==> config.mk <==
export PLATFORM = sky130hd
export DESIGN_NAME = ipv4_receive_header_check
export DESIGN_NICKNAME = d
export VERILOG_FILES = /design/src/ipv4rx_pkg.sv /design/src/ipv4_receive_header_check.sv /design/src/ipv4rx_accum.sv /design/src/ipv4rx_verdict.sv
export SDC_FILE = /design/constraint.sdc
export NUM_CORES = 1
export LEC_CHECK = 0
export BUFFER_PORTS_ARGS = -buffer_cell sky130_fd_sc_hd__buf_2
export CAP_MARGIN = 20
export CORE_MARGIN = 1
export CORE_UTILIZATION = 50
export DETAILED_ROUTE_END_ITERATION = 6
export PLACE_DENSITY = 0.7
export SETUP_SLACK_MARGIN = 0.05
export SYNTH_ARGS = -nofsm -noshare
export SYNTH_HDL_FRONTEND = slang
export SYNTH_SLANG_ARGS = --single-unit
==> constraint.sdc <==
create_clock -name clk -period 14.93 [get_ports clk]
set_input_delay 0.7465 -clock clk [delete_from_list [all_inputs] [get_ports clk]]
set_output_delay 0.7465 -clock clk [all_outputs]
set_load 0.05 [all_outputs]
==> src/ipv4rx_pkg.sv <==
// IPv4 receive header check: shared types, codes and constants.
// No dependencies; imported by every module of the block.
package ipv4rx_pkg;

  localparam int unsigned WordW  = 16;
  localparam int unsigned AddrW  = 32;
  localparam int unsigned PosW   = 4;
  localparam int unsigned HbW    = 6;
  localparam int unsigned OutDataW = 56;

  localparam logic [AddrW-1:0] LocalAddrReset = 32'hC0A8_0164;
  localparam logic [AddrW-1:0] BroadcastAddr  = 32'hFFFF_FFFF;
  localparam logic [3:0]       IpVersion4     = 4'd4;

  localparam logic [7:0] ProtoIcmp = 8'd1;
  localparam logic [7:0] ProtoTcp  = 8'd6;
  localparam logic [7:0] ProtoUdp  = 8'd17;

  // header word positions
  localparam logic [PosW-1:0] PosVerLen = 4'd0;
  localparam logic [PosW-1:0] PosTotLen = 4'd1;
  localparam logic [PosW-1:0] PosProto  = 4'd4;
  localparam logic [PosW-1:0] PosCsum   = 4'd5;
  localparam logic [PosW-1:0] PosSrcHi  = 4'd6;
  localparam logic [PosW-1:0] PosSrcLo  = 4'd7;
  localparam logic [PosW-1:0] PosDstHi  = 4'd8;
  localparam logic [PosW-1:0] PosLast   = 4'd9;

  typedef enum logic [2:0] {
    VERDICT_SHORT   = 3'd0,
    VERDICT_BAD_VER = 3'd1,
    VERDICT_NOT_US  = 3'd2,
    VERDICT_BAD_SUM = 3'd3,
    VERDICT_UNK_PRO = 3'd4,
    VERDICT_DELIVER = 3'd5
  } verdict_t;

  typedef enum logic [1:0] {
    UPPER_ICMP = 2'd0,
    UPPER_TCP  = 2'd1,
    UPPER_UDP  = 2'd2
  } upper_t;

  // header view handed from the accumulator to the verdict stage
  typedef struct packed {
    logic             emit;
    logic             short_frame;
    logic [7:0]       ver_len;
    logic [WordW-1:0] tot_len;
    logic [7:0]       proto;
    logic [WordW-1:0] csum;
    logic [WordW-1:0] sum;
    logic [AddrW-1:0] src;
    logic [AddrW-1:0] dst;
  } hdr_t;

endpackage

==> src/ipv4_receive_header_check.sv <==
// IPv4 receive header check, top level: input register, flow control, address register.
// Depends on ipv4rx_pkg, ipv4rx_accum, ipv4rx_verdict.
//
//  port group  dir  payload                                   handshake
//  in_         in   tdata[15:0] header_word, tlast frame_end  tvalid/tready
//  out_        out  tuser verdict; tdata upper/src/hb/plen    tvalid/tready
//  cfg_        in   wr_data[31:0] local_address               wr_en
//
// One word per cycle sustained unless a full, unread result register stalls it;
// a verdict passes the input register, then the result register.
// Synchronous active-low reset; local address resets to 192.168.1.100.
// A full, unread result register stalls only words that would produce a result.
module ipv4_receive_header_check (
  input  logic                             clk,
  input  logic                             rst_n,
  input  logic                             in_tvalid,
  output logic                             in_tready,
  input  logic [ipv4rx_pkg::WordW-1:0]     in_tdata,   // [15:0] header_word
  input  logic                             in_tlast,
  output logic                             out_tvalid,
  input  logic                             out_tready,
  output logic [2:0]                       out_tuser,  // [2:0] verdict
  // [1:0] upper_protocol, [33:2] source_address, [39:34] header_bytes,
  // [55:40] data_len
  output logic [ipv4rx_pkg::OutDataW-1:0]  out_tdata,
  input  logic                             cfg_wr_en,
  input  logic [ipv4rx_pkg::AddrW-1:0]     cfg_wr_data
);
  import ipv4rx_pkg::*;

  logic             s1_valid_r, s1_valid_nxt;
  logic [WordW-1:0] s1_word_r;
  logic             s1_end_r;
  logic [AddrW-1:0] local_addr_r;
  logic             out_free;
  logic             s1_go;
  logic             in_take;
  hdr_t             hdr;

  assign out_free     = !out_tvalid || out_tready;
  assign s1_go        = s1_valid_r && (!hdr.emit || out_free);
  assign in_tready    = !s1_valid_r || s1_go;
  assign in_take      = in_tvalid && in_tready;
  assign s1_valid_nxt = in_take || (s1_valid_r && !s1_go);

  always_ff @(posedge clk) begin
    if (!rst_n) begin
      s1_valid_r   <= 1'b0;
      local_addr_r <= LocalAddrReset;
    end else begin
      s1_valid_r <= s1_valid_nxt;
      if (cfg_wr_en) begin
        local_addr_r <= cfg_wr_data;
      end
    end
  end

  always_ff @(posedge clk) begin
    if (in_take) begin
      s1_word_r <= in_tdata;
      s1_end_r  <= in_tlast;
    end
  end

  ipv4rx_accum u_accum (
    .clk        (clk),
    .rst_n      (rst_n),
    .word_valid (s1_valid_r),
    .word       (s1_word_r),
    .word_end   (s1_end_r),
    .step       (s1_go),
    .hdr        (hdr)
  );

  ipv4rx_verdict u_verdict (
    .clk        (clk),
    .rst_n      (rst_n),
    .hdr        (hdr),
    .local_addr (local_addr_r),
    .load       (s1_go && hdr.emit),
    .out_tvalid (out_tvalid),
    .out_tready (out_tready),
    .out_tuser  (out_tuser),
    .out_tdata  (out_tdata)
  );

  a_no_overwrite: assert property (@(posedge clk) disable iff (!rst_n)
    !(s1_go && hdr.emit && out_tvalid && !out_tready))
    else $error("verdict loaded over an unread result");

  a_hold_blocked: assert property (@(posedge clk) disable iff (!rst_n)
    (s1_valid_r && !s1_go) |=> (s1_valid_r && $stable(s1_word_r) && $stable(s1_end_r)))
    else $error("stalled input word lost");

  a_ready_when_empty: assert property (@(posedge clk) disable iff (!rst_n)
    !s1_valid_r |-> in_tready)
    else $error("input not ready with empty input register");

endmodule

==> src/ipv4rx_accum.sv <==
// IPv4 receive header check: word position, ones-complement sum, field capture.
// Depends on ipv4rx_pkg.
module ipv4rx_accum (
  input  logic                            clk,
  input  logic                            rst_n,
  input  logic                            word_valid,
  input  logic [ipv4rx_pkg::WordW-1:0]    word,
  input  logic                            word_end,
  input  logic                            step,
  output ipv4rx_pkg::hdr_t                hdr
);
  import ipv4rx_pkg::*;

  logic [PosW-1:0]  pos_r, pos_nxt;
  logic [WordW-1:0] sum_r, sum_nxt;
  logic             skip_r, skip_nxt;
  logic [7:0]       ver_len_r, ver_len_nxt;
  logic [WordW-1:0] tot_len_r, tot_len_nxt;
  logic [7:0]       proto_r, proto_nxt;
  logic [WordW-1:0] csum_r, csum_nxt;
  logic [AddrW-1:0] src_r, src_nxt;
  logic [WordW-1:0] dst_hi_r, dst_hi_nxt;

  logic [WordW:0]   sum_wide;
  logic [WordW-1:0] sum_fold;
  logic [WordW-1:0] sum_upd;
  logic             at_last;
  logic             emit;

  assign sum_wide = {1'b0, sum_r} + {1'b0, word};
  assign sum_fold = sum_wide[WordW-1:0] + {{(WordW-1){1'b0}}, sum_wide[WordW]};
  assign sum_upd  = (pos_r == PosCsum) ? sum_r : sum_fold;
  assign at_last  = (pos_r == PosLast);
  assign emit     = word_valid && !skip_r && (at_last || word_end);

  always_comb begin
    hdr             = '0;
    hdr.emit        = emit;
    hdr.short_frame = !at_last;
    hdr.ver_len     = ver_len_r;
    hdr.tot_len     = tot_len_r;
    hdr.proto       = proto_r;
    hdr.csum        = csum_r;
    hdr.sum         = sum_upd;
    hdr.src         = src_r;
    hdr.dst         = {dst_hi_r, word};
  end

  always_comb begin
    pos_nxt     = pos_r;
    sum_nxt     = sum_r;
    skip_nxt    = skip_r;
    ver_len_nxt = ver_len_r;
    tot_len_nxt = tot_len_r;
    proto_nxt   = proto_r;
    csum_nxt    = csum_r;
    src_nxt     = src_r;
    dst_hi_nxt  = dst_hi_r;
    if (step) begin
      if (skip_r) begin
        if (word_end) begin
          skip_nxt = 1'b0;
        end
      end else begin
        sum_nxt = sum_upd;
        unique case (pos_r)
          PosVerLen: ver_len_nxt = word[WordW-1:8];
          PosTotLen: tot_len_nxt = word;
          PosProto:  proto_nxt   = word[7:0];
          PosCsum:   csum_nxt    = word;
          PosSrcHi:  src_nxt     = {word, src_r[WordW-1:0]};
          PosSrcLo:  src_nxt     = {src_r[AddrW-1:WordW], word};
          PosDstHi:  dst_hi_nxt  = word;
          default:   ;
        endcase
        if (emit) begin
          pos_nxt  = '0;
          sum_nxt  = '0;
          skip_nxt = at_last && !word_end;
        end else begin
          pos_nxt = pos_r + 1'b1;
        end
      end
    end
  end

  always_ff @(posedge clk) begin
    if (!rst_n) begin
      pos_r  <= '0;
      sum_r  <= '0;
      skip_r <= 1'b0;
    end else begin
      pos_r  <= pos_nxt;
      sum_r  <= sum_nxt;
      skip_r <= skip_nxt;
    end
  end

  always_ff @(posedge clk) begin
    ver_len_r <= ver_len_nxt;
    tot_len_r <= tot_len_nxt;
    proto_r   <= proto_nxt;
    csum_r    <= csum_nxt;
    src_r     <= src_nxt;
    dst_hi_r  <= dst_hi_nxt;
  end

  a_pos_range: assert property (@(posedge clk) disable iff (!rst_n)
    pos_r <= PosLast)
    else $error("word position past last header word");

  a_skip_at_start: assert property (@(posedge clk) disable iff (!rst_n)
    skip_r |-> (pos_r == '0 && sum_r == '0))
    else $error("skipping with a partial header pending");

  a_emit_restarts: assert property (@(posedge clk) disable iff (!rst_n)
    (step && emit) |=> (pos_r == '0))
    else $error("position not cleared after verdict");

endmodule

==> src/ipv4rx_verdict.sv <==
// IPv4 receive header check: verdict decision and result register.
// Depends on ipv4rx_pkg.
module ipv4rx_verdict (
  input  logic                             clk,
  input  logic                             rst_n,
  input  ipv4rx_pkg::hdr_t                 hdr,
  input  logic [ipv4rx_pkg::AddrW-1:0]     local_addr,
  input  logic                             load,
  output logic                             out_tvalid,
  input  logic                             out_tready,
  output logic [2:0]                       out_tuser,
  output logic [ipv4rx_pkg::OutDataW-1:0]  out_tdata
);
  import ipv4rx_pkg::*;

  logic             valid_r, valid_nxt;
  verdict_t         verdict_r, verdict_nxt;
  upper_t           upper_r, upper_nxt;
  logic [AddrW-1:0] src_r, src_nxt;
  logic [HbW-1:0]   hb_r, hb_nxt;
  logic [WordW-1:0] plen_r, plen_nxt;

  logic [HbW-1:0]   hb;
  logic [WordW-1:0] hb_ext;
  logic [WordW-1:0] plen;
  logic [WordW-1:0] csum_calc;
  verdict_t         verdict;
  upper_t           upper;

  assign hb        = {hdr.ver_len[3:0], 2'b00};
  assign hb_ext    = {{(WordW-HbW){1'b0}}, hb};
  assign plen      = (hdr.tot_len > hb_ext) ? (hdr.tot_len - hb_ext) : '0;
  assign csum_calc = ~hdr.sum;

  always_comb begin
    upper = UPPER_ICMP;
    priority if (hdr.ver_len[7:4] != IpVersion4) begin
      verdict = VERDICT_BAD_VER;
    end else if (hdr.dst != local_addr && hdr.dst != BroadcastAddr) begin
      verdict = VERDICT_NOT_US;
    end else if (csum_calc != hdr.csum) begin
      verdict = VERDICT_BAD_SUM;
    end else if (hdr.proto == ProtoIcmp) begin
      verdict = VERDICT_DELIVER;
    end else if (hdr.proto == ProtoTcp) begin
      verdict = VERDICT_DELIVER;
      upper   = UPPER_TCP;
    end else if (hdr.proto == ProtoUdp) begin
      verdict = VERDICT_DELIVER;
      upper   = UPPER_UDP;
    end else begin
      verdict = VERDICT_UNK_PRO;
    end
  end

  always_comb begin
    valid_nxt   = valid_r && !out_tready;
    verdict_nxt = verdict_r;
    upper_nxt   = upper_r;
    src_nxt     = src_r;
    hb_nxt      = hb_r;
    plen_nxt    = plen_r;
    if (load) begin
      valid_nxt = 1'b1;
      if (hdr.short_frame) begin
        verdict_nxt = VERDICT_SHORT;
        upper_nxt   = UPPER_ICMP;
        src_nxt     = '0;
        hb_nxt      = '0;
        plen_nxt    = '0;
      end else begin
        verdict_nxt = verdict;
        upper_nxt   = upper;
        src_nxt     = hdr.src;
        hb_nxt      = hb;
        plen_nxt    = plen;
      end
    end
  end

  always_ff @(posedge clk) begin
    if (!rst_n) begin
      valid_r <= 1'b0;
    end else begin
      valid_r <= valid_nxt;
    end
  end

  always_ff @(posedge clk) begin
    verdict_r <= verdict_nxt;
    upper_r   <= upper_nxt;
    src_r     <= src_nxt;
    hb_r      <= hb_nxt;
    plen_r    <= plen_nxt;
  end

  assign out_tvalid = valid_r;
  assign out_tuser  = verdict_r;
  assign out_tdata  = {plen_r, hb_r, src_r, upper_r};

endmodule
==> flow_metrics.tcl <==
set metrics [dict create \
    cp_slowest_stage_delay_ns 0.59 \
    fill_cells 1732 \
    crit_path_top_delay_cell "or4_4" \
    synth_area_mm2 0.0109 \
    fin_cells 1312 \
    grt_pass1_wl_um 38200 \
    synth_enable_flop_cells 170 \
    viasPerCell 5.66 \
    critPathLaunchType "flip-flop" \
    synth.avg_cell_area_um2 12.1 \
    power.density_mw_per_mm2 116 \
    yosys_warnings 0 \
    fmax_mhz 162 \
    clk_latency_ns 0.53 \
    fin_crit_ns 6.16 \
    htree_levels 1 \
    slew_headroom_pct 30.4 \
    tns_ns 0 \
    antenna_cells 0 \
    worst-setup-path-type "flip-flop to flip-flop" \
    clock_sinks 225 \
    worst_pin_slew_ns 1.04 \
    nNetsFinal 1100 \
    slew_viol_final 0 \
    whs_path_depth 1 \
    drc 0 \
    avgRoutedWirePerCell_um 18.7 \
    io_pins 115 \
    worstPathMaxFanout 9 \
    regArea_mm2 0.00621 \
    cp_data_arrival_time_ns 6.50 \
    synth_top_area_cell "edfxtp_1" \
    routed-via-count 7422 \
    yosysTopAreaCellShare_pct 46.8 \
    pwr-share-comb_pct 9.6 \
    setup_viol 0 \
    gr-usage-all-layers_pct 22.3 \
    drv_cap 0 \
    cts_setup_buffers 0 \
    die_x_um 150 \
    ys_seq_area_share_pct 56.9 \
    cp_data_required_time_ns 15.27 \
    grt_max_degree 58 \
    crit_chain "ha_1 -> inv_1 -> fa_1 -> nand2b_1 -> a211o_1 -> a211oi_2 -> nor2_1 -> o21ai_0 -> a21o_1 -> ha_1 -> nor2b_1 -> nor2b_1 -> and3_1 -> or4b_1 -> nor3b_1 -> xor3_1 -> a311oi_1 -> o221ai_1 -> or4_4 -> nor4_1" \
    synth_commonest_cells "edfxtp_1 (170), and2_1 (57), dfxtp_1 (55)" \
    clock_path_buffers 3 \
    grt_pass1_vias 7010 \
    synthToLayoutAreaGrowth_pct 15.7 \
    drtIter0Drc 568 \
    p_leak_nw 4.85 \
    hold_buffers 0 \
    yosysMostFrequentCell "edfxtp_1" \
    gr-total-overflow 0 \
    hpwl_um 16800 \
    ys_seq_elements 225 \
    drive_gt1_share_pct 17.9 \
    netlist_instances 902 \
    hold_path_class "primary input to flip-flop" \
    r2r_slack_ns 8.77 \
    peakVddDrop_v 0.0000902 \
    pwr-share-clk_pct 42.4 \
    start_util_pct 51.4 \
    dpl.cell_count 1266 \
    endpoint "u_verdict.upper_r[1]$_SDFFCE_PP0P_" \
    rsz0062_at_grt "false" \
    globalplace.congestion 0.905 \
    coreArea_mm2 0.0212 \
    cp.depth 20 \
    cts_buffers 25 \
    timing.rr.start "s1_word_r[0]$_DFFE_PP_" \
    outcome "finished, final reports clean" \
    async_flop_share_pct 0 \
    wl_um 24500 \
    finalCritPeriodShare_pct 41.3 \
    drt_pass1_iterations 6 \
    synth_area_leaders "edfxtp_1 (47%), dfxtp_1 (10%), xor2_1 (4.3%)" \
    cts.reportedPaths.clkPinSlew_ns 0.06 \
    cp-startpoint "s1_word_r[0]$_DFFE_PP_" \
    path_buf_inv 1 \
    p_switching_mw 0.352 \
    antenna_found_initial 0 \
    crit_family "simple AND/OR/NAND/NOR gates" \
    r2r_cells 20 \
    fp-row-count 53 \
    finalClockSkew_ns 0.0161 \
    ant_nets 0 \
    synthFlopType "edfxtp_1" \
    hold_violations 0 \
    port_buffers 112 \
    multiInputGateArea_mm2 0.00449 \
    ctsResizeCount 0 \
    cts-root-buf "clkbuf_16" \
    cts_tree "done" \
    endpoint_kind "flip-flop" \
    die_h_um 150 \
    timing.rr.end "u_verdict.upper_r[1]$_SDFFCE_PP0P_" \
    p_sw_share_pct 24.0 \
    intPower_mw 1.11 \
    dieArea_mm2 0.0224 \
    seqPwrFrac_pct 48.0 \
    ys_types 85 \
]
## cell usage in the layout, fill, tap and decap left out, drive strengths merged, types with 4 or more instances in the layout
cell	Yosys	final
nand3	17	17
and2	57	57
edfxtp	170	170
or2	4	4
a211o	5	5
xor2	53	53
nand4	20	20
nor4b	4	4
buf	11	124
dfxtp	55	55
nor2	54	54
nor3	15	15
a21o	9	9
a21boi	6	6
nor2b	54	54
and3	25	25
ha	26	26
clkinv	0	7
a22oi	16	16
a21oi	22	22
o21ai	21	21
clkbuf	25	34
mux2i	36	36
o31ai	4	4
nand2	41	41
nor3b	5	5
nor4	20	20
inv	18	21
or3	7	7
xnor2	25	25
a211oi	6	6
nand2b	9	9
## worst reg2reg max path: cells and delay by family (launching register included)
family / cells / cell delay (ns)
buf+inv: 1 / 0.07
compound gates: 6 / 1.58
xor+xnor: 1 / 0.30
simple gates: 9 / 2.70
flops: 1 / 0.53
fa+ha+maj: 3 / 0.80
## flip-flops by register name, summed over array words and instances, names as in the netlist, 8 cells and up
name / count
u_verdict.src_r: 32
s1_word_r: 16
u_verdict.plen_r: 16
local_addr_r: 32
u_accum.ver_len_r: 8
u_accum.tot_len_r: 16
u_accum.proto_r: 8
u_accum.src_r: 32
u_accum.dst_hi_r: 16
u_accum.csum_r: 16
u_accum.sum_r: 16
## power groups by stage
stage | registers [mW] | logic (mW) | clock network (mW)
after floorplan | 0.725 | 0.0892 | 0
after global placement | 0.715 | 0.138 | 0
after detailed placement | 0.715 | 0.139 | 0
after CTS | 0.702 | 0.140 | 0.630
after global routing | 0.704 | 0.153 | 0.654
final | 0.702 | 0.141 | 0.620
## final cells by class
type	count	area share (%)
inverters	18	0.536
clock inverters	12	1.07
repair buffers	124	5.19
clock buffers	34	5.63
well taps	275	2.73
flip-flops and latches	225	49.2
multi-input cells	624	35.6
## worst min-delay path by stage
stage / slack (ns) / end / from
6_report: 0.40 / s1_word_r[14]$_DFFE_PP_ / in_tdata[14]
5_1_grt: 0.38 / s1_word_r[10]$_DFFE_PP_ / in_tdata[10]
4_1_cts: 0.38 / s1_end_r$_DFFE_PP_ / in_tlast
3_5_place_dp: 0.48 / u_accum.skip_r$_SDFFE_PN0P_ / u_accum.skip_r$_SDFFE_PN0P_
3_3_place_gp: 0.46 / u_accum.skip_r$_SDFFE_PN0P_ / u_accum.skip_r$_SDFFE_PN0P_
2_1_floorplan: 0.45 / u_accum.skip_r$_SDFFE_PN0P_ / u_accum.skip_r$_SDFFE_PN0P_
## metal layers
metal,up-vias,track usage (%),share of wire [%]
met5,-,0,0
met3,51,3.75,7.0
met1,3517,31.8,46
met2,289,34.5,44
met4,0,7.09,3.0
li1,3565,-,-
## cells by family after synthesis
kind of cell             count (synthesis)  synth area share, %
AND/OR/NAND/NOR                        347                 18.4
other                                    1               0.0344
buffers and inverters                   54                 2.04
adder cells (fa/ha/maj)                 28                 3.35
XOR/XNOR                                81                 6.91
flip-flops                             225                 56.9
multiplexers                            39                 3.65
AO/OA/AOI/OAI                          127                 8.69
## metrics by stage
step / total power, mW / util (%) / area (um^2) / setup WS (ns) / hold WS [ns]
CTS: 1.47 / 59.4 / 12600 / 8.84 / 0.380
global placement: 0.852 / 55.4 / 11800 / 9.05 / 0.465
floorplan: 0.814 / - / 10900 / 9.51 / 0.452
finish: 1.46 / 59.4 / 12600 / 8.77 / 0.396
detailed placement: 0.855 / 55.4 / 11800 / 8.86 / 0.481
global route: 1.51 / 59.4 / 12600 / 8.34 / 0.379
(Power assumes the default switching activity.)
